--- config.mk ---
export PLATFORM = sky130hd
export DESIGN_NAME = bdf_queue
export DESIGN_NICKNAME = d
export VERILOG_FILES = /design/src/sv/bdf_pkg.sv /design/src/sv/bdf_queue.sv
export SDC_FILE = /design/constraint.sdc
export NUM_CORES = 1
export LEC_CHECK = 0
export BUFFER_PORTS_ARGS = -buffer_cell sky130_fd_sc_hd__buf_2
export CORE_MARGIN = 4
export CORE_UTILIZATION = 57
export CTS_BUF_LIST = sky130_fd_sc_hd__clkbuf_16
export DETAILED_ROUTE_END_ITERATION = 6
export PLACE_DENSITY = 0.79
export SYNTH_ARGS = -nofsm -noshare
export SYNTH_HDL_FRONTEND = slang
export SYNTH_SLANG_ARGS = --single-unit
--- constraint.sdc ---
create_clock -name clk -period 2.6 [get_ports clk]
set_input_delay 0.39 -clock clk [delete_from_list [all_inputs] [get_ports clk]]
set_output_delay 0.39 -clock clk [all_outputs]
set_load 0.01 [all_outputs]
--- src/sv/bdf_pkg.sv ---
// ----------------------------------------------------------------------------
// bdf_pkg
// Types, character codes and format tables shared by the byte dump formatter.
// ----------------------------------------------------------------------------
package bdf_pkg;

  // command codes of an input item
  localparam logic [1:0] CMD_DATA  = 2'd0;
  localparam logic [1:0] CMD_FINAL = 2'd1;
  localparam logic [1:0] CMD_END   = 2'd2;
  // spare code, behaves as end of stream
  localparam logic [1:0] CMD_RSVD  = 2'd3;

  // number bases
  localparam logic [1:0] BASE_OCT = 2'd0;
  localparam logic [1:0] BASE_DEC = 2'd1;
  localparam logic [1:0] BASE_HEX = 2'd2;

  // configuration register indexes
  localparam int CFG_IDX_W  = 2;
  localparam int CFG_DATA_W = 8;
  localparam logic [CFG_IDX_W-1:0] CFG_BASE_SELECT = 2'd0;
  localparam logic [CFG_IDX_W-1:0] CFG_GROUP_BYTES = 2'd1;

  // ascii codes
  localparam logic [6:0] CH_ZERO  = 7'h30;
  localparam logic [6:0] CH_A     = 7'h41;
  localparam logic [6:0] CH_X     = 7'h78;
  localparam logic [6:0] CH_COMMA = 7'h2C;
  localparam logic [6:0] CH_SPACE = 7'h20;
  localparam logic [6:0] CH_NL    = 7'h0A;

  localparam int MAX_DIGITS = 11;

  typedef enum logic [1:0] {
    SEP_NONE,
    SEP_SPACE,
    SEP_BREAK
  } sep_t;

  typedef struct packed {
    logic [1:0] cmd;
    logic [7:0] data_byte;
  } in_item_t;

  typedef struct packed {
    logic [6:0] text_char;
    logic       run_last;
    logic       stream_done;
  } out_item_t;

  // one queued print job, at most one per input item
  typedef struct packed {
    logic        has_val;
    sep_t        sep;
    logic [1:0]  base;
    logic [2:0]  count;
    logic [31:0] value;
    logic        end_nl;
  } job_t;

  // job with its digit characters ready, least significant digit at index 0
  typedef struct packed {
    logic                        has_val;
    sep_t                        sep;
    logic [1:0]                  base;
    logic [3:0]                  width;
    logic                        end_nl;
    logic [MAX_DIGITS-1:0][6:0]  chars;
  } render_t;

  function automatic logic [1:0] eff_base(input logic [1:0] sel);
    return (sel == 2'd3) ? BASE_HEX : sel;
  endfunction

  function automatic logic [2:0] eff_size(input logic [2:0] grp);
    logic [2:0] s;
    if (grp == 3'd0) begin
      s = 3'd1;
    end else if (grp > 3'd4) begin
      s = 3'd4;
    end else begin
      s = grp;
    end
    return s;
  endfunction

  // digits printed for a value of count bytes
  function automatic logic [3:0] digit_width(input logic [1:0] base, input logic [2:0] count);
    logic [3:0] w;
    case (base)
      BASE_OCT: begin
        case (count)
          3'd1:    w = 4'd3;
          3'd2:    w = 4'd6;
          3'd3:    w = 4'd8;
          default: w = 4'd11;
        endcase
      end
      BASE_DEC: begin
        case (count)
          3'd1:    w = 4'd3;
          3'd2:    w = 4'd5;
          3'd3:    w = 4'd8;
          default: w = 4'd10;
        endcase
      end
      default: begin
        case (count)
          3'd1:    w = 4'd2;
          3'd2:    w = 4'd4;
          3'd3:    w = 4'd6;
          default: w = 4'd8;
        endcase
      end
    endcase
    return w;
  endfunction

  // values per line
  function automatic logic [3:0] line_limit(input logic [1:0] base, input logic [2:0] size);
    logic [3:0] n;
    case (base)
      BASE_OCT: begin
        case (size)
          3'd1:    n = 4'd12;
          3'd2:    n = 4'd8;
          3'd3:    n = 4'd6;
          default: n = 4'd4;
        endcase
      end
      BASE_DEC: begin
        case (size)
          3'd1:    n = 4'd15;
          3'd2:    n = 4'd10;
          3'd3:    n = 4'd7;
          default: n = 4'd5;
        endcase
      end
      default: begin
        case (size)
          3'd1:    n = 4'd12;
          3'd2:    n = 4'd8;
          3'd3:    n = 4'd7;
          default: n = 4'd6;
        endcase
      end
    endcase
    return n;
  endfunction

endpackage

--- src/sv/bdf_queue.sv ---
// ----------------------------------------------------------------------------
// bdf_queue
// Small job queue between the front and the back end.
// ----------------------------------------------------------------------------
module bdf_queue #(
  parameter int DEPTH = 4
) (
  input  logic          clk,
  input  logic          rst_n,
  input  logic          push,
  input  bdf_pkg::job_t push_job,
  output logic          full,
  input  logic          pop,
  output logic          pop_valid,
  output bdf_pkg::job_t pop_job
);
  import bdf_pkg::*;

  localparam int PTR_W = (DEPTH > 1) ? $clog2(DEPTH) : 1;
  localparam int CNT_W = $clog2(DEPTH + 1);

  job_t             mem_r [DEPTH];
  logic [PTR_W-1:0] wr_ptr_r, rd_ptr_r;
  logic [CNT_W-1:0] cnt_r, cnt_nxt;

  assign full      = (cnt_r == CNT_W'(DEPTH));
  assign pop_valid = (cnt_r != '0);
  assign pop_job   = mem_r[rd_ptr_r];

  always_comb begin
    cnt_nxt = cnt_r;
    if (push && !pop) begin
      cnt_nxt = cnt_r + 1'b1;
    end else if (pop && !push) begin
      cnt_nxt = cnt_r - 1'b1;
    end
  end

  always_ff @(posedge clk) begin
    if (push) begin
      mem_r[wr_ptr_r] <= push_job;
    end
  end

  always_ff @(posedge clk) begin
    if (!rst_n) begin
      wr_ptr_r <= '0;
      rd_ptr_r <= '0;
      cnt_r    <= '0;
    end else begin
      cnt_r <= cnt_nxt;
      if (push) begin
        wr_ptr_r <= (wr_ptr_r == PTR_W'(DEPTH - 1)) ? '0 : wr_ptr_r + 1'b1;
      end
      if (pop) begin
        rd_ptr_r <= (rd_ptr_r == PTR_W'(DEPTH - 1)) ? '0 : rd_ptr_r + 1'b1;
      end
    end
  end

  a_no_overflow: assert property (@(posedge clk) disable iff (!rst_n)
    push |-> (!full || pop))
    else $error("job queue overflow");

  a_no_underflow: assert property (@(posedge clk) disable iff (!rst_n)
    pop |-> pop_valid)
    else $error("job queue underflow");

endmodule

==> qor.txt <==
Outcome - completed
Critical Path Source Type - flip-flop
#FFs+latches synth - 173
WL final - 10700 um
DP HPWL - 6310 um
Max-slew headroom - 62.8%
Clk slew on worst S/H paths - 0.06 ns
Leakage - 2.66 nW
CTS tree - yes
Synthesized area - 0.00643 mm^2
PwrDens - 811 mW/mm^2
Worst r2r src - wr_ptr_r[0]
Number of flops mapped to enable cells by yosys - 164
# resized after CTS - 0
First DRT Iteration DRCs - 164
Layout area overhead - 19.2%
First-pass GRT wire length - 16600 um
Final Hold Vio Count - 0
Critical path class - flip-flop to output pin
Syn_nets - 311
YS warnings - 0
GPL Wtd Cong - 0.688
Ys flop type - edfxtp_1
Clock Skews - 0.00991 ns
Slowest stage delay, CP - 0.54 ns
Number of global-route vias before repair - 2985
Die extent in x - 114 um
TritonRoute pass-1 iters - 4
Pin count of the biggest net entering global routing - 42
Syn avg cell area - 24.8 um^2
Async set or reset register ratio after synthesis - 0%
Period utilization - 90.2%
Most frequent cells in the layout - edfxtp_1, buf_2, mux4_2, clkbuf_16
Total chip power - 6.22 mW
Root Buffer - clkbuf_16
Cts bufs inserted - 17
Max VDD drop - 0.401 mV
Cells after Synth - 259
Row Count - 38
H-tree levels - 4
Tot GR Track Use - 17.7%
Routed Antenna Nets - 0
Full die area - 0.0130 mm^2
Antenna violations before repair - 0
IO Port Bufs - 87
Clock period minus worst slack - 2.34 ns
DRC Markers - 0
Total number of vias - 2874
WL/cell - 20.9 um
RSZ-0062 raised after global routing - false
Final nets - 414
Hold Crit Class - primary input to flip-flop
CP Cell Sequence - buf_4 > mux4_2 > buf_2
Core ar. - 0.0109 mm^2
Most common cell after layout, fill and taps aside - edfxtp_1
Die Height - 114 um
Maxcap violations - 0
Crit-path slowest cell - dfxtp_4
Clock tree buffer depth - 2
Via density - 5.58
Clock sinks - 173
Crit path arrival time - 1.95 ns
Buf+Inv Stages, Crit Path - 2
Clk Latency, worst-skew pair - 0.41 ns
Seq/Total Area, Yosys - 79.4%
Yosys cell types - 23
Cts hold-fix bufs - 0
Setup TNS - 0 ns
IO Pins - 88
Max Slew Vio Count - 0
Fmax - 426 MHz
Beginning of the worst hold path - push_job[38]
Endpoints failing setup - 0
Worst Setup End Kind - output pin
Worst slew pin tran - 0.559 ns
Congestion Overflow GR - 0
Initial Utilization - 58.8%
CP required - 2.21 ns
Number of diodes - 0
Post-CTS Setup Inserts - 0
Top delay family on crit path - flip-flops
Share of layout cells above drive strength 1 - 44.5%
Worst-path fanout max - 15
==> area by class of cell <==
class	instances	area, um^2
well taps	140	175
flip-flops and latches	173	5110
fillers	677	3270
clock buffers	22	551
inverters	4	15.0
multi-input cells	72	1200
clock inverters	10	52.6
repair buffers	94	563
==> through the flow <==
step                std cells  utilization, %  instance area, um^2  setup WS, ns  hold WS [ns]
finish                    515            70.1                 7660         0.255         0.190
global route              515            70.1                 7660         0.118         0.179
CTS                       515            70.1                 7660         0.191         0.176
detailed placement        483            64.6                 7060         0.635         0.497
global placement          483            64.6                 7060         0.638         0.489
floorplan                 259               -                 6430         0.657         0.467
==> power by group <==
group | switching, mW | total [mW] | internal, mW
Combinational | 0.270 | 0.528 | 0.258
Sequential | 0.0494 | 3.24 | 3.19
Clock | 0.957 | 2.45 | 1.49
==> path summary, 6_finish.rpt <==
check	to	slack, ns	cells past startpoint
max	pop_job[10]	0.26	3
min	mem_r[0][38]	0.19	1
max reg2reg	mem_r[0][15]	0.94	4
min reg2reg	cnt_r[2]	0.51	2
==> sequential cells by signal, indices dropped and copies added (netlist names), named ones only <==
register	cells
cnt_r	3
rd_ptr_r	2
mem_r	164
wr_ptr_r	2
==> Yosys cell counts, types with 2 or more instances <==
| cell | count | area [um^2] |
|---|---|---|
| and2_1 | 5 | 31.3 |
| buf_12 | 4 | 80.1 |
| nor2b_1 | 5 | 31.3 |
| edfxtp_1 | 164 | 4920 |
| inv_1 | 4 | 15.0 |
| mux4_2 | 40 | 901 |
| or3_1 | 2 | 12.5 |
| buf_2 | 4 | 20.0 |
| mux2i_1 | 4 | 40.0 |
| dfxtp_1 | 9 | 180 |
| ha_1 | 6 | 75.1 |
==> cells by family (layout without fill, tap and decap cells) <==
family	after synthesis	after routing	share of synthesized area, %
flops	173	173	79.4
mux	45	45	15.1
simple gates	15	15	1.42
buf+inv	14	130	2.02
fa+ha+maj	7	7	1.48
compound gates	3	3	0.312
xor+xnor	2	2	0.273
==> metal layers <==
| layer | global-route usage (%) | up-vias | wire length, um |
|---|---|---|---|
| met5 | 0 | - | 0 |
| met4 | 5.70 | 0 | 110 |
| met2 | 28.8 | 107 | 5590 |
| met1 | 23.2 | 1458 | 4240 |
| met3 | 5.23 | 9 | 800 |
| li1 | - | 1300 | - |
No activity file was read; power rests on OpenSTA's default activity.
