==> src/sv/bdf_pkg.sv <==
// ----------------------------------------------------------------------------
// bdf_pkg
// Types, character codes and format tables shared by the byte dump formatter.
// ----------------------------------------------------------------------------
package bdf_pkg;

  // command codes of an input item
  localparam logic [1:0] CMD_DATA  = 2'd0;
  localparam logic [1:0] CMD_FINAL = 2'd1;
  localparam logic [1:0] CMD_END   = 2'd2;
  // spare code, behaves as end of stream
  localparam logic [1:0] CMD_RSVD  = 2'd3;

  // number bases
  localparam logic [1:0] BASE_OCT = 2'd0;
  localparam logic [1:0] BASE_DEC = 2'd1;
  localparam logic [1:0] BASE_HEX = 2'd2;

  // configuration register indexes
  localparam int CFG_IDX_W  = 2;
  localparam int CFG_DATA_W = 8;
  localparam logic [CFG_IDX_W-1:0] CFG_BASE_SELECT = 2'd0;
  localparam logic [CFG_IDX_W-1:0] CFG_GROUP_BYTES = 2'd1;

  // ascii codes
  localparam logic [6:0] CH_ZERO  = 7'h30;
  localparam logic [6:0] CH_A     = 7'h41;
  localparam logic [6:0] CH_X     = 7'h78;
  localparam logic [6:0] CH_COMMA = 7'h2C;
  localparam logic [6:0] CH_SPACE = 7'h20;
  localparam logic [6:0] CH_NL    = 7'h0A;

  localparam int MAX_DIGITS = 11;

  typedef enum logic [1:0] {
    SEP_NONE,
    SEP_SPACE,
    SEP_BREAK
  } sep_t;

  typedef struct packed {
    logic [1:0] cmd;
    logic [7:0] data_byte;
  } in_item_t;

  typedef struct packed {
    logic [6:0] text_char;
    logic       run_last;
    logic       stream_done;
  } out_item_t;

  // one queued print job, at most one per input item
  typedef struct packed {
    logic        has_val;
    sep_t        sep;
    logic [1:0]  base;
    logic [2:0]  count;
    logic [31:0] value;
    logic        end_nl;
  } job_t;

  // job with its digit characters ready, least significant digit at index 0
  typedef struct packed {
    logic                        has_val;
    sep_t                        sep;
    logic [1:0]                  base;
    logic [3:0]                  width;
    logic                        end_nl;
    logic [MAX_DIGITS-1:0][6:0]  chars;
  } render_t;

  function automatic logic [1:0] eff_base(input logic [1:0] sel);
    return (sel == 2'd3) ? BASE_HEX : sel;
  endfunction

  function automatic logic [2:0] eff_size(input logic [2:0] grp);
    logic [2:0] s;
    if (grp == 3'd0) begin
      s = 3'd1;
    end else if (grp > 3'd4) begin
      s = 3'd4;
    end else begin
      s = grp;
    end
    return s;
  endfunction

  // digits printed for a value of count bytes
  function automatic logic [3:0] digit_width(input logic [1:0] base, input logic [2:0] count);
    logic [3:0] w;
    case (base)
      BASE_OCT: begin
        case (count)
          3'd1:    w = 4'd3;
          3'd2:    w = 4'd6;
          3'd3:    w = 4'd8;
          default: w = 4'd11;
        endcase
      end
      BASE_DEC: begin
        case (count)
          3'd1:    w = 4'd3;
          3'd2:    w = 4'd5;
          3'd3:    w = 4'd8;
          default: w = 4'd10;
        endcase
      end
      default: begin
        case (count)
          3'd1:    w = 4'd2;
          3'd2:    w = 4'd4;
          3'd3:    w = 4'd6;
          default: w = 4'd8;
        endcase
      end
    endcase
    return w;
  endfunction

  // values per line
  function automatic logic [3:0] line_limit(input logic [1:0] base, input logic [2:0] size);
    logic [3:0] n;
    case (base)
      BASE_OCT: begin
        case (size)
          3'd1:    n = 4'd12;
          3'd2:    n = 4'd8;
          3'd3:    n = 4'd6;
          default: n = 4'd4;
        endcase
      end
      BASE_DEC: begin
        case (size)
          3'd1:    n = 4'd15;
          3'd2:    n = 4'd10;
          3'd3:    n = 4'd7;
          default: n = 4'd5;
        endcase
      end
      default: begin
        case (size)
          3'd1:    n = 4'd12;
          3'd2:    n = 4'd8;
          3'd3:    n = 4'd7;
          default: n = 4'd6;
        endcase
      end
    endcase
    return n;
  endfunction

endpackage

==> src/sv/bdf_emit.sv <==
// ----------------------------------------------------------------------------
// bdf_emit
// Walks a rendered job character by character into the output register:
// separator, prefix, digits, closing newline.
// ----------------------------------------------------------------------------
module bdf_emit (
  input  logic               clk,
  input  logic               rst_n,
  input  logic               rnd_valid,
  input  bdf_pkg::render_t   rnd,
  output logic               take,
  output logic               out_valid,
  input  logic               out_stall,
  output bdf_pkg::out_item_t out_item
);
  import bdf_pkg::*;

  typedef enum logic [2:0] {
    PH_IDLE,
    PH_SEP0,
    PH_SEP1,
    PH_PRE0,
    PH_PRE1,
    PH_DIG,
    PH_NL
  } phase_t;

  phase_t    ph_r, ph_nxt, first_ph, val_start;
  render_t   job_r;
  logic [3:0] k_r;
  logic      out_valid_r, out_free, adv, last;
  out_item_t out_item_r;
  logic [6:0] ch;

  assign out_valid = out_valid_r;
  assign out_item  = out_item_r;
  assign out_free  = !out_valid_r || !out_stall;
  assign adv       = (ph_r != PH_IDLE) && out_free;

  always_comb begin
    val_start = (job_r.base == BASE_DEC) ? PH_DIG : PH_PRE0;
    case (ph_r)
      PH_SEP0: ch = CH_COMMA;
      PH_SEP1: ch = (job_r.sep == SEP_BREAK) ? CH_NL : CH_SPACE;
      PH_PRE0: ch = CH_ZERO;
      PH_PRE1: ch = CH_X;
      PH_DIG:  ch = job_r.chars[k_r];
      PH_NL:   ch = CH_NL;
      default: ch = CH_NL;
    endcase
    case (ph_r)
      PH_SEP0: ph_nxt = PH_SEP1;
      PH_SEP1: ph_nxt = val_start;
      PH_PRE0: ph_nxt = (job_r.base == BASE_HEX) ? PH_PRE1 : PH_DIG;
      PH_PRE1: ph_nxt = PH_DIG;
      PH_DIG: begin
        if (k_r != 4'd0) begin
          ph_nxt = PH_DIG;
        end else begin
          ph_nxt = job_r.end_nl ? PH_NL : PH_IDLE;
        end
      end
      default: ph_nxt = PH_IDLE;
    endcase
    last = (ph_nxt == PH_IDLE);

    if (rnd.sep != SEP_NONE) begin
      first_ph = PH_SEP0;
    end else if (!rnd.has_val) begin
      first_ph = PH_NL;
    end else if (rnd.base == BASE_DEC) begin
      first_ph = PH_DIG;
    end else begin
      first_ph = PH_PRE0;
    end
  end

  // next job loads as the last character of the current one goes out
  assign take = rnd_valid && ((ph_r == PH_IDLE) || (adv && last));

  always_ff @(posedge clk) begin
    if (!rst_n) begin
      ph_r        <= PH_IDLE;
      out_valid_r <= 1'b0;
    end else begin
      if (take) begin
        ph_r  <= first_ph;
        job_r <= rnd;
        k_r   <= rnd.width - 4'd1;
      end else if (adv) begin
        ph_r <= ph_nxt;
        if (ph_r == PH_DIG) begin
          k_r <= k_r - 4'd1;
        end
      end
      if (adv) begin
        out_valid_r            <= 1'b1;
        out_item_r.text_char   <= ch;
        out_item_r.run_last    <= last;
        out_item_r.stream_done <= (ph_r == PH_NL);
      end else if (out_free) begin
        out_valid_r <= 1'b0;
      end
    end
  end

  a_done_is_last_nl: assert property (@(posedge clk) disable iff (!rst_n)
    (out_valid_r && out_item_r.stream_done) |->
      (out_item_r.run_last && out_item_r.text_char == CH_NL))
    else $error("stream end marker on wrong character");

endmodule

==> config.mk <==
export PLATFORM = sky130hd
export DESIGN_NAME = bdf_emit
export DESIGN_NICKNAME = d
export VERILOG_FILES = /design/src/sv/bdf_pkg.sv /design/src/sv/bdf_emit.sv
export SDC_FILE = /design/constraint.sdc
export NUM_CORES = 1
export LEC_CHECK = 0
export BUFFER_PORTS_ARGS = -buffer_cell sky130_fd_sc_hd__buf_2
export CELL_PAD_IN_SITES_DETAIL_PLACEMENT = 0
export CELL_PAD_IN_SITES_GLOBAL_PLACEMENT = 1
export CORE_MARGIN = 2
export CORE_UTILIZATION = 30
export DETAILED_ROUTE_END_ITERATION = 10
export HOLD_SLACK_MARGIN = 0.02
export PLACE_DENSITY_LB_ADDON = 0.1
export SLEW_MARGIN = 0
export SYNTH_ARGS = -nofsm -noshare
export SYNTH_HDL_FRONTEND = slang
export SYNTH_SLANG_ARGS = --single-unit
export TNS_END_PERCENT = 30
==> constraint.sdc <==
create_clock -name clk -period 7.82 [get_ports clk]
set_clock_uncertainty 0.15 [all_clocks]
set_input_delay 0.782 -clock clk [delete_from_list [all_inputs] [get_ports clk]]
set_output_delay 0.782 -clock clk [all_outputs]
set_load 0.05 [all_outputs]
==> impl_metrics.csv <==
group,metric,value,unit
sta,rsz0062_at_grt,"no",
sta,fmax,320.2,MHz
placed_design,pre_cts_slack,4.706,ns
hold_path,hp-class,"in2reg",
cells_and_area,ff_latch_area,2933,sq um
floorplanning,die_y,120.8,um
setup_path,critical_path.max_fanout,13,
setup_path,crit_buf_inv,1,
drt,drc,0,
sta,finalCritPeriodShare,0.3994,
setup_path,cp-end-kind,"output port",
setup_path,path_class,"reg2out",
floorplanning,die_x,120.8,um
clocking,cts_tree,"yes",
sta,relSlewSlack,0.2807,
drt,vias,2332,
drt,ant_nets,0,
logic_synthesis,synthDistinctLibCells,42,
pwr,ir_worst_vdd,0.0001420,V
sta,final_hold_viol_count,0,
cells_and_area,area_delta_synth_final,22.20,%
grt,grt_use_total,0.1278,
placed_design,gp_congestion,0.7512,
logic_synthesis,yosys_warnings,0,
placed_design,hpwl,6083,um
setup_path,max_stage_delay,0.69,ns
status,outcome,"completed",
floorplanning,fp-row-count,42,
cells_and_area,final_area,5000,sq um
logic_synthesis,synth_top_family_by_area,"multiplexers",
cells_and_area,post-route-util,0.3761,
logic_synthesis,synthSimpleGateAreaFrac,0.05933,
logic_synthesis,synth_nets,326,
clocking,clock-sinks,99,
grt,overflow,0,
cells_and_area,nFillCells,1255,
logic_synthesis,synth-seq-cells,99,
floorplanning,floorplan.initialDensity,0.3077,
logic_synthesis,ys_seq_area_frac,0.7168,
setup_path,cp_top_family,"flip-flops",
cells_and_area,drive_gt1_frac,0.4041,
grt,grt_max_degree,83,
cells_and_area,multi_input_area,1065,sq um
clocking,ctsHoldBuffers,0,
pwr,p_leak,0.001837,uW
clocking,cts.repair.resized,0,
sta,worstMarginPinSlew,1.079,ns
sta,finalCriticalPeriod,3.123,ns
sta,setup_viol,0,
clocking,htreeDepth,3,
sta,setup_ws,4.697,ns
floorplanning,ios,102,
clocking,clkTransAtPathRegs,0.06,ns
logic_synthesis,synth_xor_area_frac,0.004281,
setup_path,slowest_stage,"edfxtp_1",
logic_synthesis,synthAdderAreaFrac,0.003058,
grt,grt_pass1_vias,2576,
drt,avgViaCountPerCell,4.528,
logic_synthesis,synth-compound-area-share,0.07431,
flow_run,maxCapViolations,0,
drt,drt_first_pass_iters,4,
cells_and_area,diodes,0,
grt,antenna_found_initial,0,
logic_synthesis,syn_area,4091,sq um
sta,whs,0.4632,ns
setup_path,startpoint_type,"register",
floorplanning,die_area,14590,sq um
logic_synthesis,postSynth.asyncResetShare,0,
setup_path,required,6.89,ns
logic_synthesis,synthMuxAreaShare,0.1187,
placed_design,portBuffers,101,
logic_synthesis,synth_area_per_cell,17.48,sq um
placed_design,dpl_cell_area,4750,sq um
drt,wl,8591,um
sta,slew_violations,0,
clocking,clockBufferDepth,2,
clocking,root_buffer,"clkbuf_16",
logic_synthesis,synth-main-ff-cell,"edfxtp_1",
logic_synthesis,synth_edf_count,95,
logic_synthesis,synthCells,234,
floorplanning,fp.coreArea,13300,sq um
clocking,clk-insertion-delay-late,0.34,ns
drt,drtIter0Drc,139,
cells_and_area,nNetsFinal,428,
clocking,cts_made_buffers,9,
clocking,cts_setup_buffers,0,
grt,grt_pass1_wl,13710,um
setup_path,cp.arrival,2.19,ns
pwr,powerDensity,331.2,nW/um^2
sta,fin_setup_tns,0,ns
setup_path,path_cells,"nor4_4, and2b_1, o221a_4, buf_2",
drt,wl_per_cell,16.68,um
flip-flops by register name, indices dropped and copies added (netlist names):
name and count:
ph_r 3, k_r 4, out_item 9, out_valid 1, job_r 82
cell type report:
class / instances / area share
clock buffer: 11 / 0.04655
timing repair buffer: 103 / 0.1041
tap: 176 / 0.04404
sequential: 99 / 0.5866
multi-input combinational: 120 / 0.2130
inverter: 3 / 0.002252
clock inverter: 3 / 0.003504
cells in the final DEF (no fill, tap or decap), drive strengths merged, types with 2 or more instances in the layout:
master and count:
nand3b 2, a21boi 3, and2 2, and2b 2, xnor2 2, edfxtp 95, nor3 4, o21ai 8
nand2 7, buf 103, a31oi 2, a21oi 12, dfxtp 4, clkbuf 11, o22ai 2, nand2b 4
o21a 3, clkinv 2, a211o 2, o211ai 2, nor2 12, nor2b 7, mux2i 17, mux4 14
inv 3
kinds of logic after synthesis:
kind of cell,Yosys count
mux,31
xor+xnor,2
compound gates,43
simple gates,43
flops,99
fa+ha+maj,1
buf+inv,15
metrics by stage:
step	instances	power (uW)
finish	515	1656
global route	515	1760
CTS	515	1688
detailed placement	501	1295
global placement	501	1293
floorplan	234	1165
path summary, 6_finish.rpt:
kind	start	end	slack, ns	cells past startpoint
min reg2reg	out_valid	out_valid	0.55	2
max reg2reg	k_r[2]	job_r[19]	4.80	4
min	rnd[0]	job_r[0]	0.46	1
max	k_r[2]	take	4.70	4
synthesized netlist by cell type (2+ instances only):
cell type  instances  share of area
a211o_1            2         0.0043
a21boi_2           2         0.0055
a21oi_1           12          0.015
a31oi_1            2         0.0031
and2_1             2         0.0031
and2b_1            2         0.0037
buf_2              5         0.0061
buf_6              3         0.0083
clkbuf_1           3         0.0028
dfxtp_1            4          0.020
edfxtp_1          95           0.70
inv_1              3         0.0028
mux2i_1           17          0.042
mux4_2            14          0.077
nand2_1            6         0.0055
nand2b_1           4         0.0061
nand3b_1           2         0.0037
nor2_1            12          0.011
nor2b_1            7          0.011
nor3_1             4         0.0049
o211ai_1           2         0.0037
o21a_1             3         0.0055
o21ai_0            7         0.0086
o22ai_1            2         0.0031
xnor2_1            2         0.0043
where the power goes:
part	leakage [uW]	internal (uW)	switching, uW
clock	0.000121	211	176
combinational	0.000806	180	298
sequential	0.000910	731	60.7
total	0.00184	1120	535
layer usage:
metal,global-route usage,vias up,part of all wire
met2,0.2059,61,0.50
met4,0.05451,0,0.019
met1,0.1615,1126,0.43
met3,0.03585,12,0.050
met5,0,-,0
li1,-,1133,-
Note: power is estimated with default switching activity, not from simulation.
