===== src/sv/bdf_pkg.sv =====
// ----------------------------------------------------------------------------
// bdf_pkg
// Types, character codes and format tables shared by the byte dump formatter.
// ----------------------------------------------------------------------------
package bdf_pkg;

  // command codes of an input item
  localparam logic [1:0] CMD_DATA  = 2'd0;
  localparam logic [1:0] CMD_FINAL = 2'd1;
  localparam logic [1:0] CMD_END   = 2'd2;
  // spare code, behaves as end of stream
  localparam logic [1:0] CMD_RSVD  = 2'd3;

  // number bases
  localparam logic [1:0] BASE_OCT = 2'd0;
  localparam logic [1:0] BASE_DEC = 2'd1;
  localparam logic [1:0] BASE_HEX = 2'd2;

  // configuration register indexes
  localparam int CFG_IDX_W  = 2;
  localparam int CFG_DATA_W = 8;
  localparam logic [CFG_IDX_W-1:0] CFG_BASE_SELECT = 2'd0;
  localparam logic [CFG_IDX_W-1:0] CFG_GROUP_BYTES = 2'd1;

  // ascii codes
  localparam logic [6:0] CH_ZERO  = 7'h30;
  localparam logic [6:0] CH_A     = 7'h41;
  localparam logic [6:0] CH_X     = 7'h78;
  localparam logic [6:0] CH_COMMA = 7'h2C;
  localparam logic [6:0] CH_SPACE = 7'h20;
  localparam logic [6:0] CH_NL    = 7'h0A;

  localparam int MAX_DIGITS = 11;

  typedef enum logic [1:0] {
    SEP_NONE,
    SEP_SPACE,
    SEP_BREAK
  } sep_t;

  typedef struct packed {
    logic [1:0] cmd;
    logic [7:0] data_byte;
  } in_item_t;

  typedef struct packed {
    logic [6:0] text_char;
    logic       run_last;
    logic       stream_done;
  } out_item_t;

  // one queued print job, at most one per input item
  typedef struct packed {
    logic        has_val;
    sep_t        sep;
    logic [1:0]  base;
    logic [2:0]  count;
    logic [31:0] value;
    logic        end_nl;
  } job_t;

  // job with its digit characters ready, least significant digit at index 0
  typedef struct packed {
    logic                        has_val;
    sep_t                        sep;
    logic [1:0]                  base;
    logic [3:0]                  width;
    logic                        end_nl;
    logic [MAX_DIGITS-1:0][6:0]  chars;
  } render_t;

  function automatic logic [1:0] eff_base(input logic [1:0] sel);
    return (sel == 2'd3) ? BASE_HEX : sel;
  endfunction

  function automatic logic [2:0] eff_size(input logic [2:0] grp);
    logic [2:0] s;
    if (grp == 3'd0) begin
      s = 3'd1;
    end else if (grp > 3'd4) begin
      s = 3'd4;
    end else begin
      s = grp;
    end
    return s;
  endfunction

  // digits printed for a value of count bytes
  function automatic logic [3:0] digit_width(input logic [1:0] base, input logic [2:0] count);
    logic [3:0] w;
    case (base)
      BASE_OCT: begin
        case (count)
          3'd1:    w = 4'd3;
          3'd2:    w = 4'd6;
          3'd3:    w = 4'd8;
          default: w = 4'd11;
        endcase
      end
      BASE_DEC: begin
        case (count)
          3'd1:    w = 4'd3;
          3'd2:    w = 4'd5;
          3'd3:    w = 4'd8;
          default: w = 4'd10;
        endcase
      end
      default: begin
        case (count)
          3'd1:    w = 4'd2;
          3'd2:    w = 4'd4;
          3'd3:    w = 4'd6;
          default: w = 4'd8;
        endcase
      end
    endcase
    return w;
  endfunction

  // values per line
  function automatic logic [3:0] line_limit(input logic [1:0] base, input logic [2:0] size);
    logic [3:0] n;
    case (base)
      BASE_OCT: begin
        case (size)
          3'd1:    n = 4'd12;
          3'd2:    n = 4'd8;
          3'd3:    n = 4'd6;
          default: n = 4'd4;
        endcase
      end
      BASE_DEC: begin
        case (size)
          3'd1:    n = 4'd15;
          3'd2:    n = 4'd10;
          3'd3:    n = 4'd7;
          default: n = 4'd5;
        endcase
      end
      default: begin
        case (size)
          3'd1:    n = 4'd12;
          3'd2:    n = 4'd8;
          3'd3:    n = 4'd7;
          default: n = 4'd6;
        endcase
      end
    endcase
    return n;
  endfunction

endpackage


===== src/sv/bdf_front.sv =====
// ----------------------------------------------------------------------------
// bdf_front
// Gathers bytes into groups, tracks the line column and queues one print job
// per input item that produces text.
// ----------------------------------------------------------------------------
module bdf_front (
  input  logic              clk,
  input  logic              rst_n,
  input  logic              in_valid,
  output logic              in_stall,
  input  bdf_pkg::in_item_t in_item,
  input  logic [1:0]        base_eff,
  input  logic [2:0]        size_eff,
  input  logic              q_full,
  output logic              push,
  output bdf_pkg::job_t     push_job
);
  import bdf_pkg::*;

  logic [31:0] pv_r, pv_nxt, pv_shift;
  logic [1:0]  bg_r, bg_nxt, bg_kept;
  logic [3:0]  col_r, col_nxt, col_step, line_cap;
  logic [2:0]  gathered, count;
  logic        acc, is_data, is_end, full_grp, flush;
  sep_t        sep;

  assign in_stall = q_full;
  assign acc      = in_valid && !q_full;

  always_comb begin
    is_data  = (in_item.cmd == CMD_DATA) || (in_item.cmd == CMD_FINAL);
    is_end   = (in_item.cmd != CMD_DATA);
    gathered = {1'b0, bg_r} + 3'd1;
    pv_shift = {pv_r[23:0], in_item.data_byte};
    full_grp = is_data && (gathered >= size_eff);
    bg_kept  = is_data ? gathered[1:0] : bg_r;
    // end of stream prints whatever is still gathered
    flush    = full_grp || (is_end && (bg_kept != 2'd0));
    count    = full_grp ? gathered : {1'b0, bg_kept};
    line_cap = line_limit(base_eff, size_eff);

    sep      = SEP_NONE;
    col_step = col_r;
    if (flush) begin
      if (col_r >= line_cap) begin
        sep      = SEP_BREAK;
        col_step = 4'd1;
      end else if (col_r == 4'd0) begin
        col_step = 4'd1;
      end else begin
        sep      = SEP_SPACE;
        col_step = col_r + 4'd1;
      end
    end

    push_job.has_val = flush;
    push_job.sep     = sep;
    push_job.base    = base_eff;
    push_job.count   = count;
    push_job.value   = is_data ? pv_shift : pv_r;
    push_job.end_nl  = is_end;
    push             = acc && (flush || is_end);

    if (is_end) begin
      pv_nxt  = '0;
      bg_nxt  = '0;
      col_nxt = '0;
    end else if (flush) begin
      pv_nxt  = '0;
      bg_nxt  = '0;
      col_nxt = col_step;
    end else begin
      pv_nxt  = pv_shift;
      bg_nxt  = bg_kept;
      col_nxt = col_r;
    end
  end

  always_ff @(posedge clk) begin
    if (!rst_n) begin
      pv_r  <= '0;
      bg_r  <= '0;
      col_r <= '0;
    end else if (acc) begin
      pv_r  <= pv_nxt;
      bg_r  <= bg_nxt;
      col_r <= col_nxt;
    end
  end

  a_end_clears: assert property (@(posedge clk) disable iff (!rst_n)
    (acc && (in_item.cmd != CMD_DATA)) |=> (pv_r == '0 && bg_r == '0 && col_r == '0))
    else $error("stream end did not clear gather state");

  a_end_pushes: assert property (@(posedge clk) disable iff (!rst_n)
    (acc && (in_item.cmd != CMD_DATA)) |-> (push && push_job.end_nl))
    else $error("stream end item queued no newline");

endmodule


===== config.mk =====
export PLATFORM = sky130hd
export DESIGN_NAME = bdf_front
export DESIGN_NICKNAME = d
export VERILOG_FILES = /design/src/sv/bdf_pkg.sv /design/src/sv/bdf_front.sv
export SDC_FILE = /design/constraint.sdc
export NUM_CORES = 1
export LEC_CHECK = 0
export BUFFER_PORTS_ARGS = -buffer_cell sky130_fd_sc_hd__buf_2
export CORE_ASPECT_RATIO = 0.5
export CORE_MARGIN = 2
export CORE_UTILIZATION = 52
export CTS_CLUSTER_DIAMETER = 50
export DETAILED_ROUTE_END_ITERATION = 12
export GPL_TIMING_DRIVEN = 0
export PLACE_DENSITY = 0.79
export SLEW_MARGIN = 20
export SYNTH_ARGS = -nofsm -noshare
export SYNTH_HDL_FRONTEND = slang
export SYNTH_SLANG_ARGS = --single-unit

===== constraint.sdc =====
create_clock -name clk -period 2.4 [get_ports clk]
set_input_delay 0.24 -clock clk [delete_from_list [all_inputs] [get_ports clk]]
set_output_delay 0.24 -clock clk [all_outputs]
set_load 0.02 [all_outputs]

==> impl_metrics.ini, run 1 <==
[cts]
h-tree-depth = 2
postCtsHoldBufs = 0
cts_buffers = 5
root_buffer = clkbuf_8
clk_latency_ns = 0.29
cts_tree = done
clk_path_buf_depth = 2
clkTransAtPathRegs_ns = 0.08
cts.sinks = 38

[placed_design]
portBuffers = 61
gp_congestion = 0.804
dp.cells = 342
dpl.hpwl_mm = 3.74
dpl_worst_slack_ns = 0.0310

[sta]
fin_crit_ns = 2.31
relSlewSlack = 0.686
drv_slew = 0
worst_slack_ns = 0.0859
finalSetupViolCount = 0
skew_ns = 0.00858
worst_pin_slew_ns = 0.472
fmax_mhz = 432
min_period_over_period = 0.964
hold_viol = 0

[cells_and_area]
area_growth_pct = 23.2
drive_gt1_frac = 0.466
diodes = 0
n_fill_cell = 335
postLayoutCoreUtil = 0.691
fin_nets = 327
stdcell_count = 352

[synth]
syn_area_per_cell_um2 = 9.99
synthCells = 227
synth_nets = 256
synth.yosys.warnings = 0
synthTopCellsByCount = 38 x dfxtp_1, 34 x a22oi_1, 34 x mux2_2, 34 x nor2b_1, 10 x ha_1
synth_edf_count = 0
synth_top_cell_area_share = 0.336
yosysMostFrequentCell = dfxtp_1
synth_ff_type = dfxtp_1
synth-seq-cells = 38
syn-cell-area_mm2 = 0.00227
ys_async_sr_fraction = 0
synth_area_leaders = dfxtp_1 34%, mux2_2 17%, a22oi_1 11%, nor2b_1 9.4%, ha_1 5.5%
ys_seq_area_frac = 0.336
yosysUniqueCellTypes = 42
post-synth-top-area-cell = dfxtp_1

[route]
avgRoutedWirePerCell_um = 14.6
wl_mm = 5.14
dr.pass1.iters = 4
vias_per_cell = 5.45
top_layer = met4
wl_met3_um = 212
wirelength_met1_mm = 2.47
vias = 1920
drtAntennaViolNets = 0
drc = 0
met2_length_mm = 2.42
drtIter0Drc = 73

[global_route]
grt_usage = 0.207
antenna_found_initial = 0
grt_pass1_wl_mm = 8.16
overflow = 0
grt_pass1_vias = 1739
grt_max_degree = 12

[setup_path]
crit_arrival_ns = 2.07
slowest_stage = maj3_1
cp_cell_sequence = buf_2 -> nor2b_1 -> maj3_1 -> a22oi_2 -> ha_1 -> a2111oi_4 -> o32ai_2 -> nor2_1 -> buf_2
path_class = primary input to output pin
cp_max_fo = 2
slowest_delay_ns = 0.36
cp.required_ns = 2.16
reg2regPathDepth = 10
crit_top_cell = buf_2
start_kind = primary input
setup.worst_path.end_class = output pin

[die]
dieArea_mm2 = 0.00494
row_count = 16
core_area_mm2 = 0.00404
die_width_um = 97.4
initial_core_util = 0.561
die_h_um = 50.7
num_io_pins = 62

[pwr]
power_density_mw_per_mm2 = 449
power_mw = 1.25
leakagePower_nw = 1.23
ir_drop_uv = 278

[run]
drv_cap = 0

[run_status]
status = complete, no violations

[hold_path]
hold_class = primary input to register
whs_path_depth = 3
layer usage:
metal	vias up	track usage
met5	-	0
met4	0	0.0625
met3	4	0.0487
met2	40	0.343
met1	921	0.274
li1	955	-
cell families (layout without fill, tap and decap cells):
kind of cell,count (synthesis),in the layout,share of synthesized area
buffers and inverters,28,99,0.0717
XOR/XNOR,2,2,0.00773
adder cells (fa/ha/maj),11,11,0.0596
AO/OA/AOI/OAI,50,50,0.178
flip-flops,38,38,0.336
multiplexers,35,35,0.174
AND/OR/NAND/NOR,63,63,0.174
metrics by stage:
step	hold WS [ns]	TNS, ns	instance area (µm²)
final	0.218	0	2790
after global placement	0.499	0	2640
after floorplan	0.411	0	2270
after CTS	0.217	0	2740
after global routing	0.238	-0.0355	2790
after detailed placement	0.505	0	2640
power breakdown:
part	internal (mW)	total [mW]	switching, mW	leakage (nW)
registers	0.632	0.635	0.00339	0.307
logic	0.0918	0.203	0.111	0.877
clock network	0.195	0.416	0.221	0.0438
total	0.919	1.25	0.336	1.23
repair_timing:
item / 4_1_cts / 5_1_grt
setup buffers: 2 / 1
pin swaps: 2 / 2
endpoints found under the setup margin: 3 / 4
gates resized for setup: 2 / 8
critical path, delay by kind of cell:
| kind | cells | cell delay, ns |
|---|---|---|
| fa+ha+maj | 2 | 0.64 |
| buf+inv | 2 | 0.27 |
| simple gates | 2 | 0.25 |
| compound gates | 3 | 0.66 |
cell type report:
cell class	count	area [µm²]	area share
Clock inverter	2	10.0	0.00358
Buffer	20	133	0.0475
Tap cell	54	67.6	0.0242
Clock buffer	5	68.8	0.0246
Sequential cell	38	766	0.274
Timing Repair Buffer	64	328	0.117
Multi-Input combinational cell	161	1390	0.498
Inverter	8	30.0	0.0107
cell usage in the layout, fill, tap and decap left out, drive strengths merged, types with 2 or more instances in the layout:
| cell | Yosys | layout |
|---|---|---|
| a211oi | 2 | 2 |
| a22oi | 34 | 34 |
| buf | 16 | 80 |
| clkbuf | 4 | 9 |
| clkinv | 0 | 2 |
| dfxtp | 38 | 38 |
| ha | 10 | 10 |
| inv | 8 | 8 |
| mux2 | 35 | 35 |
| nand2 | 4 | 4 |
| nand2b | 3 | 3 |
| nand3 | 5 | 5 |
| nor2 | 7 | 7 |
| nor2b | 35 | 35 |
| nor3 | 3 | 3 |
| o21ai | 5 | 5 |
| or2 | 2 | 2 |
registers in the layout (all words and copies together) (netlist names):
register  count
col_r         4
pv_r         32
bg_r          2
path summary, 6_finish.rpt:
check                                             end  slack (ns)                   from
worst min-delay path             pv_r[5]$_SDFFE_PN0P_        0.22             in_item[5]
worst max register to register  pv_r[17]$_SDFFE_PN0P_        0.26   bg_r[0]$_SDFFE_PN0P_
worst max-delay path                     push_job[38]        0.09            base_eff[0]
worst min register to register  col_r[0]$_SDFFE_PN0P_        0.52  col_r[0]$_SDFFE_PN0P_
No activity file was read; power rests on OpenSTA's default activity.
==> run 2, diff against run 1 <==
--- a/config.mk
+++ b/config.mk
@@ -8,11 +8,11 @@
 export BUFFER_PORTS_ARGS = -buffer_cell sky130_fd_sc_hd__buf_2
 export CORE_ASPECT_RATIO = 0.5
 export CORE_MARGIN = 2
-export CORE_UTILIZATION = 52
+export CORE_UTILIZATION = 36
 export CTS_CLUSTER_DIAMETER = 50
 export DETAILED_ROUTE_END_ITERATION = 12
 export GPL_TIMING_DRIVEN = 0
-export PLACE_DENSITY = 0.79
+export PLACE_DENSITY = 0.68
 export SLEW_MARGIN = 20
 export SYNTH_ARGS = -nofsm -noshare
 export SYNTH_HDL_FRONTEND = slang
==> constraint.sdc (replaced) <==
create_clock -name clk -period 2.8 [get_ports clk]
set_input_delay 0.28 -clock clk [delete_from_list [all_inputs] [get_ports clk]]
set_output_delay 0.28 -clock clk [all_outputs]
set_load 0.02 [all_outputs]
==> impl_metrics.ini, run 2 (synthesis gave the netlist of run 1 again) <==
[global_route]
grt_usage = 0.165
antenna_found_initial = 0
grt_max_degree = 14
grt_pass1_vias = 1873
overflow = 0
grt_pass1_wl_mm = 8.95

[cells_and_area]
layout_common_cells = 68 x buf_2, 38 x dfxtp_1, 34 x mux2_2, 34 x nor2b_1, 34 x a22oi_1
largest_reg_flops = 32
multi_input_area_mm2 = 0.00134
drive_gt1_frac = 0.432
top_register = pv_r
n_fill_cell = 590
final_common_cell = buf_2
ff_latch_area_um2 = 761
postLayoutCoreUtil = 0.473
area_growth_pct = 26.9
diodes = 0
fin_nets = 324
reg.largest.list = pv_r x32, col_r x4, bg_r x2

[route]
dr.pass1.iters = 4
drtIter0Drc = 78
vias = 1900
vias_per_cell = 4.95
drc = 0
drtAntennaViolNets = 0
wl_mm = 5.52
avgRoutedWirePerCell_um = 14.4

[cts]
cts_resized = 0
h-tree-depth = 2
cts_tree = done
clk_latency_ns = 0.28
cts_buffers = 5
postCtsHoldBufs = 0
clkTransAtPathRegs_ns = 0.06
cts.sinks = 38
root_buffer = clkbuf_16
cts_setup_buffers = 0
clk_path_buf_depth = 2

[placed_design]
dpl.hpwl_mm = 4.12
gp_congestion = 0.717
dpl_worst_slack_ns = 0.304
portBuffers = 61

[sta]
rsz0062_at_grt = no
skew_ns = 0.00661
fin_crit_ns = 2.55
worst_slack_ns = 0.246
worst_pin_slew_ns = 0.573
drv_slew = 0
hold_viol = 0
finalSetupViolCount = 0
tns_ns = 0
fmax_mhz = 392
relSlewSlack = 0.617
min_period_over_period = 0.912

[die]
die_h_um = 60.1
core_area_mm2 = 0.00608
initial_core_util = 0.373
num_io_pins = 62
row_count = 20
die_width_um = 116
dieArea_mm2 = 0.00699

[pwr]
ir_drop_uv = 325
power_density_mw_per_mm2 = 504
power_mw = 1.45
leakagePower_nw = 1.26

[setup_path]
cp.required_ns = 2.52
cp_max_fo = 7
path_class = register to output pin
start_kind = register
setup.worst_path.end_class = output pin
crit_arrival_ns = 2.27

[run_status]
status = complete, no violations

[hold_path]
hold_class = primary input to register

[run]
drv_cap = 0
run 2: path summary, 6_finish.rpt:
kind | startpoint | end | slack, ns | cells past startpoint
worst min-delay path | in_item[4] | pv_r[4]$_SDFFE_PN0P_ | 0.28 | 3
worst min register to register | col_r[0]$_SDFFE_PN0P_ | col_r[0]$_SDFFE_PN0P_ | 0.53 | 2
worst max-delay path | bg_r[0]$_SDFFE_PN0P_ | push_job[40] | 0.25 | 9
worst max register to register | bg_r[0]$_SDFFE_PN0P_ | pv_r[11]$_SDFFE_PN0P_ | 0.74 | 8
run 2: metal layers:
layer  part of all wire  up-vias  GRT usage
met2               0.49       32      0.292
met4             0.0049        0     0.0408
met3              0.024        2     0.0274
met1               0.48      918      0.212
li1                   -      948          -
met5                  0        -          0
run 2: power by group:
group,total [mW],internal (mW),switching [mW]
combinational,0.166,0.0732,0.0925
sequential,0.546,0.543,0.00264
clock,0.739,0.512,0.227
run 2: stage by stage:
stage                     instances  instance area, µm²  hold WS, ns
final                           384                2880        0.278
after global routing            384                2880        0.295
after CTS                       384                2880        0.277
after detailed placement        376                2680        0.511
after global placement          376                2680        0.503
after floorplan                 227                2270        0.451
run 2: worst max-delay path, cell delays in order (launching register included):
cell and delay (ns):
dfxtp_1 0.44, ha_1 0.30, ha_1 0.21, a21oi_2 0.18
o21ai_4 0.12, a211oi_1 0.26, a21o_1 0.18, inv_1 0.05
buf_4 0.12, buf_2 0.14
run 2: area by class of cell:
| type | instances | share of cell area |
|---|---|---|
| Clock inverter | 3 | 0.0239 |
| Clock buffer | 5 | 0.0435 |
| Sequential cell | 38 | 0.264 |
| Timing Repair Buffer | 61 | 0.106 |
| Tap cell | 88 | 0.0383 |
| Buffer | 20 | 0.0461 |
| Multi-Input combinational cell | 161 | 0.467 |
| Inverter | 8 | 0.0104 |
==> run 3, diff against run 2 <==
--- a/config.mk
+++ b/config.mk
@@ -12,6 +12,7 @@
 export CTS_CLUSTER_DIAMETER = 50
 export DETAILED_ROUTE_END_ITERATION = 12
 export GPL_TIMING_DRIVEN = 0
+export MAX_ROUTING_LAYER = met4
 export PLACE_DENSITY = 0.68
 export SLEW_MARGIN = 20
 export SYNTH_ARGS = -nofsm -noshare
==> impl_metrics.ini, run 3 (synthesis gave the netlist of run 1 again) <==
[cts]
cts_resized = 0
clk_latency_ns = 0.28
clk_path_buf_depth = 2
root_buffer = clkbuf_16
cts_setup_buffers = 0
cts_buffers = 5
clkTransAtPathRegs_ns = 0.06
cts.sinks = 38
h-tree-depth = 2
postCtsHoldBufs = 0
cts_tree = done

[setup_path]
path_class = register to output pin
crit_buf_inv = 3
cp_top_family = compound AO/OA/AOI/OAI gates
cp_cell_sequence = ha_1 -> ha_1 -> a21oi_2 -> o21ai_4 -> a211oi_1 -> a21o_1 -> inv_1 -> buf_4 -> buf_2
crit_top_cell = ha_1
start_kind = register
setup.worst_path.end_class = output pin
crit_cells = 9
slowest_delay_ns = 0.44
crit_arrival_ns = 2.27
cp.required_ns = 2.52
cp_max_fo = 7
reg2regPathDepth = 8
slowest_stage = dfxtp_1

[route]
top_layer = met4
drtAntennaViolNets = 0
avgRoutedWirePerCell_um = 14.4
wirelength_met1_mm = 2.64
drtIter0Drc = 75
dr.pass1.iters = 5
wl_met3_um = 145
wl_mm = 5.52
drc = 0
vias_per_cell = 4.96
vias = 1904
met2_length_mm = 2.72

[run_status]
status = complete, no violations

[cells_and_area]
drive_gt1_frac = 0.432
final_common_cell = buf_2
largest_reg_flops = 32
fin_nets = 324
top_register = pv_r
layout_common_cells = 68 x buf_2, 38 x dfxtp_1, 34 x mux2_2, 34 x nor2b_1, 34 x a22oi_1
stdcell_count = 384
area_growth_pct = 26.9
reg.largest.list = pv_r x32, col_r x4, bg_r x2
final_cell_area_mm2 = 0.00288
diodes = 0

[sta]
hold_viol = 0
drv_slew = 0
min_period_over_period = 0.912
relSlewSlack = 0.617
finalSetupViolCount = 0
skew_ns = 0.00676
rsz0062_at_grt = no
fmax_mhz = 391
fin_crit_ns = 2.55
finalHoldWorstSlack_ns = 0.278
tns_ns = 0
worst_pin_slew_ns = 0.573

[die]
num_io_pins = 62
die_h_um = 60.1
die_width_um = 116
dieArea_mm2 = 0.00699
row_count = 20
core_area_mm2 = 0.00608
initial_core_util = 0.373

[global_route]
grt_max_degree = 14
grt_usage = 0.170
grt_pass1_wl_mm = 8.96
overflow = 0
grt_pass1_vias = 1874
antenna_found_initial = 0

[hold_path]
hold_class = primary input to register
whs_path_depth = 3

[pwr]
ir_drop_uv = 325
leakagePower_nw = 1.26
power_mw = 1.45
power_density_mw_per_mm2 = 504

[placed_design]
gp_congestion = 0.725
dp.cells = 376
portBuffers = 61
postPlaceCellArea_mm2 = 0.00268
dpl.hpwl_mm = 4.12

[run]
drv_cap = 0
[run 3: metal layers]
layer | vias up | global-route usage
met1 | 922 | 0.212
met4 | 0 | 0.0408
met5 | - | -
li1 | 945 | -
met2 | 35 | 0.292
met3 | 2 | 0.0274
[run 3: worst paths after layout]
| check | from | endpoint | slack [ns] |
|---|---|---|---|
| worst max-delay path | bg_r[0]$_SDFFE_PN0P_ | push_job[40] | 0.25 |
| worst max register to register | bg_r[0]$_SDFFE_PN0P_ | pv_r[17]$_SDFFE_PN0P_ | 0.73 |
| worst min register to register | col_r[0]$_SDFFE_PN0P_ | col_r[0]$_SDFFE_PN0P_ | 0.53 |
| worst min-delay path | in_item[4] | pv_r[4]$_SDFFE_PN0P_ | 0.28 |
[run 3: area by class of cell]
type,count,area (µm²)
flip-flops and latches,38,761
plain buffers,20,133
clock buffers,5,125
repair buffers,61,305
multi-input cells,161,1340
well taps,88,110
clock inverters,3,68.8
inverters,8,30.0
fillers,590,3200
[run 3: worst min-delay path, delay by kind of cell]
family,cells,cell delay [ns]
simple gates,1,0.10
buf+inv,1,0.09
compound gates,1,0.06
[run 3: metrics by stage]
stage          utilization  setup slack, ns
4_1_cts              0.473            0.232
3_3_place_gp         0.441            0.361
6_report             0.473            0.246
3_5_place_dp         0.441            0.304
2_1_floorplan            -            0.546
5_1_grt              0.473            0.115
[run 3: power by group]
group / switching (mW) / total, mW / leakage [nW] / internal, mW
sequential: 0.00263 / 0.546 / 0.306 / 0.543
combinational: 0.0923 / 0.165 / 0.861 / 0.0732
clock: 0.226 / 0.738 / 0.0940 / 0.512
